File: config.mk
export PLATFORM = sky130hd
export DESIGN_NAME = ttt_ram
export DESIGN_NICKNAME = d
export VERILOG_FILES = /design/src/rtl/ttt_ram.sv
export SDC_FILE = /design/constraint.sdc
export NUM_CORES = 1
export LEC_CHECK = 0
export ABC_CLOCK_PERIOD_IN_PS = 1600
export BUFFER_PORTS_ARGS = -buffer_cell sky130_fd_sc_hd__buf_4
export CORE_MARGIN = 3
export CORE_UTILIZATION = 44
export CTS_CLUSTER_DIAMETER = 30
export DETAILED_ROUTE_END_ITERATION = 16
export HOLD_SLACK_MARGIN = 0.03
export PLACE_DENSITY_LB_ADDON = 0.2
export SYNTH_ARGS = -nofsm -noshare
export SYNTH_HDL_FRONTEND = slang
export SYNTH_SLANG_ARGS = --single-unit
File: constraint.sdc
create_clock -name clk -period 1.6 [get_ports clk]
set_input_delay 0.24 -clock clk [delete_from_list [all_inputs] [get_ports clk]]
set_output_delay 0.24 -clock clk [all_outputs]
set_load 0.01 [all_outputs]
File: src/rtl/ttt_ram.sv
// ----------------------------------------------------------------------------
// ttt_ram
// Simple dual-port RAM: one write port, one read port, registered read.
// ----------------------------------------------------------------------------
module ttt_ram #(
  parameter int WIDTH = 8,
  parameter int DEPTH = 16
) (
  input  logic                     clk,
  input  logic                     we,
  input  logic [$clog2(DEPTH)-1:0] waddr,
  input  logic [WIDTH-1:0]         wdata,
  input  logic [$clog2(DEPTH)-1:0] raddr,
  output logic [WIDTH-1:0]         rdata
);

  logic [WIDTH-1:0] mem [DEPTH];
  logic [WIDTH-1:0] rdata_r;

  always_ff @(posedge clk) begin
    if (we) begin
      mem[waddr] <= wdata;
    end
    rdata_r <= mem[raddr];
  end

  assign rdata = rdata_r;

endmodule

==> impl_metrics.env, run 1 <==
export IMPL_grt_antenna_before_repair=0
export IMPL_regToRegSetupSlack_ns=0.23
export IMPL_placement_rows=38
export IMPL_synth_net_count=247
export IMPL_multiInputGateArea_sq_mm=0.00106
export IMPL_warning_count_from_the_yosys_run=0
export IMPL_postSynthAreaPerCell_sq_um=22.5
export IMPL_crit_reg2reg_launch="mem[5][1]"
export IMPL_p_int_w=0.00680
export IMPL_p_sw_w=0.00167
export IMPL_final_hold_violation_count=0
export IMPL_critPathMaxFanout=1
export IMPL_ant_diodes=0
export IMPL_finalSetupViolCount=0
export IMPL_worst_hold_path_num_cells=1
export IMPL_endpoint_of_the_most_critical_register_to_register_path="rdata[1]"
export IMPL_synth_simple_gate_area_share_pct=3.18
export IMPL_post_cts_repair_setup_buffers=0
export IMPL_max_vdd_ir_drop_v=0.000849
export IMPL_post_synth_num_cell_types=19
export IMPL_post_route_setup_slack_ns=0.229
export IMPL_dr_total_vias=2444
export IMPL_detail_route_wirelength_mm=9.79
export IMPL_ios=26
export IMPL_grt_pass1_vias=2489
export IMPL_worst_setup_hold_path_clk_slew_ns=0.06
export IMPL_worstHoldEndpoint="mem[6][4]"
export IMPL_startpoint_type="flip-flop"
export IMPL_synth_adder_area_share_pct=0
export IMPL_register_area_sq_mm=0.00400
export IMPL_io_buffers=25
export IMPL_power_leakage_nw=2.16
export IMPL_slew_viol_final=0
export IMPL_fraction_of_the_cycle_the_final_worst_path_needs_pct=85.7
export IMPL_timing_clock_skew_ns=0.00617
export IMPL_dp_cells=408
export IMPL_resized_cells_post_cts=0
export IMPL_postRouteAntennaNets=0
export IMPL_ys_top_cells_by_area="edfxtp_1, mux4_2, mux4_1, dfxtp_1, a22oi_1"
export IMPL_synth_top_cell_by_area="edfxtp_1"
export IMPL_synth_top_family_by_area="multiplexers"
export IMPL_numClockSinks=136
export IMPL_p_per_area_mw_per_mm2=1350
export IMPL_drtPass1Iterations=4
export IMPL_synth_top_area_share_pct=74.7
export IMPL_grt_setup_unrepaired="no"
export IMPL_final_common_cell="edfxtp_1"
export IMPL_placement_setup_worst_slack_ns=-0.0161
export IMPL_cts_tree="built"
export IMPL_classification_of_the_worst_slack_hold_path="in -> reg"
export IMPL_vertical_extent_of_the_die_microns=114
export IMPL_syn_inst=229
export IMPL_clock_tree_root_cell="clkbuf_16"
export IMPL_place_detailed_hpwl_mm=6.37
export IMPL_numCtsBuffers=17
export IMPL_cap_violations=0
export IMPL_final_fill_count=858
export IMPL_power_switching_share_pct=19.8
export IMPL_design_die_area_sq_mm=0.0130
export IMPL_final_hold_worst_slack_ns=0.146
export IMPL_floorplan_core_area_sq_mm=0.0111
export IMPL_avgViaCountPerCell=5.55
export IMPL_synthXorXnorAreaFrac_pct=0
export IMPL_worst_margin_slew_ns=0.797
export IMPL_globalplace_congestion=0.755
export IMPL_grt_pass1_wl_mm=15.1
export IMPL_synth_seq_cells=136
export IMPL_critical_path_required_ns=1.88
export IMPL_outcome="complete, no violations"
export IMPL_drive_gt1_share_pct=33.3
export IMPL_detailedRoute_firstIterationViolations=218
export IMPL_grt_remaining_overflow=0
export IMPL_drt_drc_violations_left=0
export IMPL_power_share_combinational_pct=4.9
export IMPL_max_freq_mhz=729
export IMPL_setup_worst_path_class="reg -> reg"
export IMPL_grt_total_usage_pct=16.2
export IMPL_final_net_count=305
export IMPL_syn_to_final_growth_pct=22.1
export IMPL_layout_cells_non_filler=440
export IMPL_clock_power_share_pct=47.8
export IMPL_synth_yosys_seq_area_share_pct=77.8
export IMPL_setup_worst_path_end_class="flip-flop"
export IMPL_clock_latency_ns=0.40
export IMPL_minimum_clock_period_after_layout_ns=1.37
export IMPL_synth_compound_area_share_pct=2.33
export IMPL_cts_htree_levels=4
export IMPL_max_clock_path_buffers=2
export IMPL_syn_area_sq_mm=0.00515
export IMPL_hold_path_startpoint="wdata[4]"
export IMPL_largest_net_degree_at_the_start_of_global_routing=19
export IMPL_portion_of_netlist_area_occupied_by_mux_cells_pct=15.0
export IMPL_floorplan_initialDensity_pct=46.3
export IMPL_timing_slew_headroom_pct=46.7
export IMPL_seq_power_share_pct=47.3
export IMPL_worst_r2r_path_depth=3
export IMPL_holdBufCountCts=0
export IMPL_wl_per_cell_microns=22.3
export IMPL_cp_data_arrival_time_ns=1.65
export IMPL_top_library_cells_by_usage_in_the_layout_fill_and_taps_aside="edfxtp_1, buf_4, mux4_2"
export IMPL_fp_dieW_microns=114
==> worst max path at each step <==
stage | startpoint | endpoint | cells after the start
6_report | mem[5][1] | rdata[1] | 3
4_1_cts | mem[5][1] | rdata[1] | 3
3_3_place_gp | raddr[0] | rdata[0] | 5
5_1_grt | mem[3][6] | rdata[6] | 3
3_5_place_dp | raddr[0] | rdata[1] | 5
2_1_floorplan | waddr[2] | mem[3][0] | 2
==> power groups by stage <==
stage	Sequential (W)	Clock, W	Combinational, W
after floorplan	0.00409	0	0.000202
after global placement	0.00408	0	0.000419
after detailed placement	0.00408	0	0.000426
after CTS	0.00401	0.00411	0.000426
after global routing	0.00401	0.00427	0.000454
final	0.00400	0.00405	0.000418
==> synthesized netlist by cell type <==
cell             number
edfxtp_1            128
mux4_2               18
a22oi_1              16
mux4_1               14
nor2_1               13
nand2_1               9
dfxtp_1               8
nor3_1                4
buf_2                 3
buf_6                 3
clkdlybuf4s25_2       3
nand2b_1              2
nand3b_1              2
and2_1                1
and2b_1               1
buf_4                 1
nand3_1               1
nor2b_1               1
or3b_2                1
==> kinds of logic after synthesis <==
logic type,after synthesis
buf+inv,10
mux,32
flops,136
compound gates,16
simple gates,35
==> critical path, cell delays in order (launching register included) <==
cell      delay [ns]
edfxtp_1        0.35
mux4_1          0.53
a22oi_1         0.28
nand2_1         0.09
==> sequential cells by signal (all words and copies together), names as in the netlist <==
signal / cells
mem: 128
rdata: 8
==> area by class of cell <==
type	count	share of cell area, %
tap	140	2.79
multi-input combinational	83	16.9
clock buffer	17	6.77
clock inverter	15	3.19
timing repair buffer	49	6.65
sequential	136	63.7
==> metrics by stage <==
step / setup TNS (ns) / total power [W] / cell area (sq um) / util [%]
floorplan: 0 / 0.00429 / 5150 / -
global placement: -0.0142 / 0.00450 / 5660 / 50.9
detailed placement: -0.0407 / 0.00451 / 5660 / 50.9
CTS: 0 / 0.00855 / 6280 / 56.5
global route: 0 / 0.00874 / 6280 / 56.5
finish: 0 / 0.00847 / 6280 / 56.5
==> routing by layer <==
layer | wire length (microns) | GRT usage (%) | share of wire [%] | vias to the layer above
li1 | - | - | - | 1093
met1 | 4530 | 23.2 | 46 | 1263
met2 | 4760 | 24.6 | 49 | 80
met3 | 433 | 4.02 | 4.4 | 8
met4 | 73 | 5.46 | 0.75 | 0
met5 | 0 | 0 | 0 | -
(Power assumes the default switching activity.)
==> run 2: changes to the inputs <==
- PLACE_DENSITY: default -> 0.59
- PLACE_DENSITY_LB_ADDON: 0.2 -> default
- REMOVE_ABC_BUFFERS: default -> 1
==> run 2 against run 1 <==
- hold slack lost 0.0029 ns
- sequential cell count is the same
- wire length grew 7.2%
- register-to-register slack is essentially flat
- sequential share of layout area grew 0.46 points
- core utilization shrank 0.40 points
- clock-buffer cell count grew 1
- critical path depth is the same
- critical endpoint is now rdata[0]
- first-iteration DRC count shrank 29%
- die area is the same
- combinational power is essentially flat
- maximum frequency shrank 0.12%
==> impl_metrics.env, run 2 (synthesized netlist as in run 1, its figures left out) <==
export IMPL_crit_reg2reg_launch="mem[9][0]"
export IMPL_critical_path_required_ns=1.88
export IMPL_resized_cells_post_cts=0
export IMPL_largest_register="mem"
export IMPL_grt_antenna_before_repair=0
export IMPL_max_vdd_ir_drop_v=0.000735
export IMPL_classification_of_the_worst_slack_hold_path="in -> reg"
export IMPL_clock_latency_ns=0.41
export IMPL_cts_tree="built"
export IMPL_final_design_area_no_fill_sq_mm=0.00624
export IMPL_path_buf_inv=0
export IMPL_place_detailed_hpwl_mm=6.72
export IMPL_cp_data_arrival_time_ns=1.66
export IMPL_cts_htree_levels=4
export IMPL_top_library_cells_by_usage_in_the_layout_fill_and_taps_aside="edfxtp_1, buf_4, mux4_2"
export IMPL_fp_dieW_microns=114
export IMPL_post_cts_repair_setup_buffers=0
export IMPL_vertical_extent_of_the_die_microns=114
export IMPL_critical_path_startpoint="mem[9][0]"
export IMPL_grt_remaining_overflow=0
export IMPL_grt_pass1_vias=2489
export IMPL_worst_margin_slew_ns=0.825
export IMPL_ios=26
export IMPL_hold_path_startpoint="wdata[1]"
export IMPL_io_buffers=25
export IMPL_final_hold_worst_slack_ns=0.143
export IMPL_finalSetupViolCount=0
export IMPL_globalplace_congestion=0.714
export IMPL_max_freq_mhz=728
export IMPL_numClockSinks=136
export IMPL_worst_setup_hold_path_clk_slew_ns=0.06
export IMPL_timing_slew_headroom_pct=44.9
export IMPL_dp_cells=408
export IMPL_startpoint_type="flip-flop"
export IMPL_numCtsBuffers=17
export IMPL_placement_rows=38
export IMPL_grt_setup_unrepaired="no"
export IMPL_setup_worst_path_end_class="flip-flop"
export IMPL_max_clock_path_buffers=2
export IMPL_design_die_area_sq_mm=0.0130
export IMPL_drive_gt1_share_pct=32.8
export IMPL_outcome="complete, no violations"
export IMPL_avgViaCountPerCell=5.60
export IMPL_largest_net_degree_at_the_start_of_global_routing=17
export IMPL_final_common_cell="edfxtp_1"
export IMPL_clock_tree_root_cell="clkbuf_16"
export IMPL_cap_violations=0
export IMPL_critPathMaxFanout=1
export IMPL_final_hold_violation_count=0
export IMPL_holdBufCountCts=0
export IMPL_syn_to_final_growth_pct=21.2
export IMPL_power_leakage_nw=2.14
export IMPL_dr_total_vias=2460
export IMPL_layout_cells_non_filler=439
export IMPL_timing_critical_path_cells="mux4_2, a22oi_1, nand2_1"
export IMPL_final_net_count=305
export IMPL_floorplan_core_area_sq_mm=0.0111
export IMPL_detail_route_wirelength_mm=10.5
export IMPL_floorplan_initialDensity_pct=46.3
export IMPL_path_delay_family="multiplexers"
export IMPL_wl_per_cell_microns=23.9
export IMPL_setup_worst_path_class="reg -> reg"
export IMPL_critical_path_slowest_cell="mux4_2"
export IMPL_minimum_clock_period_after_layout_ns=1.37
export IMPL_postLayoutCoreUtil_pct=56.1
export IMPL_drt_drc_violations_left=0
export IMPL_slew_viol_final=0
export IMPL_post_dp_cell_area_sq_mm=0.00565
export IMPL_grt_pass1_wl_mm=15.7
export IMPL_largest_register_ffs=128
export IMPL_p_per_area_mw_per_mm2=1320
export IMPL_postRouteAntennaNets=0
export IMPL_cpPeakStageDelay_ns=0.45
export IMPL_fraction_of_the_cycle_the_final_worst_path_needs_pct=85.8
export IMPL_p_total_w=0.00824
export IMPL_grt_total_usage_pct=17.5
export IMPL_drtPass1Iterations=4
export IMPL_ant_diodes=0
export IMPL_timing_clock_skew_ns=0.00749
export IMPL_detailedRoute_firstIterationViolations=155
-- run 2: cell count changes in the layout (fill, tap and decap cells not counted), sizes merged --
cell      change
bufinv        -1
clkbuf        +1
clkinv        +3
clkinvlp      -1
inv           -3
-- run 2: stage by stage --
stage          setup WS [ns]  TNS [ns]
2_1_floorplan         -0.133     -1.06
3_5_place_dp        -0.00983   -0.0193
4_1_cts                0.226         0
3_3_place_gp         -0.0136   -0.0140
6_report               0.227         0
5_1_grt                0.144         0
-- run 2: power breakdown --
group / switching [W] / internal (W) / total (W)
logic: 0.000223 / 0.000198 / 0.000420
clock network: 0.00138 / 0.00243 / 0.00381
registers: 0.0000267 / 0.00398 / 0.00401
total: 0.00163 / 0.00661 / 0.00824
-- run 2: worst paths after layout --
kind	cells past startpoint	slack, ns	end
worst max register to register	3	0.23	rdata[0]
worst max-delay path	3	0.23	rdata[0]
worst min register to register	3	0.68	rdata[2]
worst min-delay path	1	0.14	mem[5][1]
-- run 2: per-layer routing --
metal | part of all wire (%) | global-route usage [%]
met5 | 0 | 0
met4 | 0.84 | 6.89
met3 | 3.5 | 4.33
met2 | 49 | 25.8
met1 | 46 | 25.2
-- run 2: final cells by class --
type	instances	area, sq um
fillers	863	4890
flip-flops and latches	136	4000
clock inverters	13	156
repair buffers	49	418
multi-input cells	83	1060
well taps	140	175
clock buffers	18	429
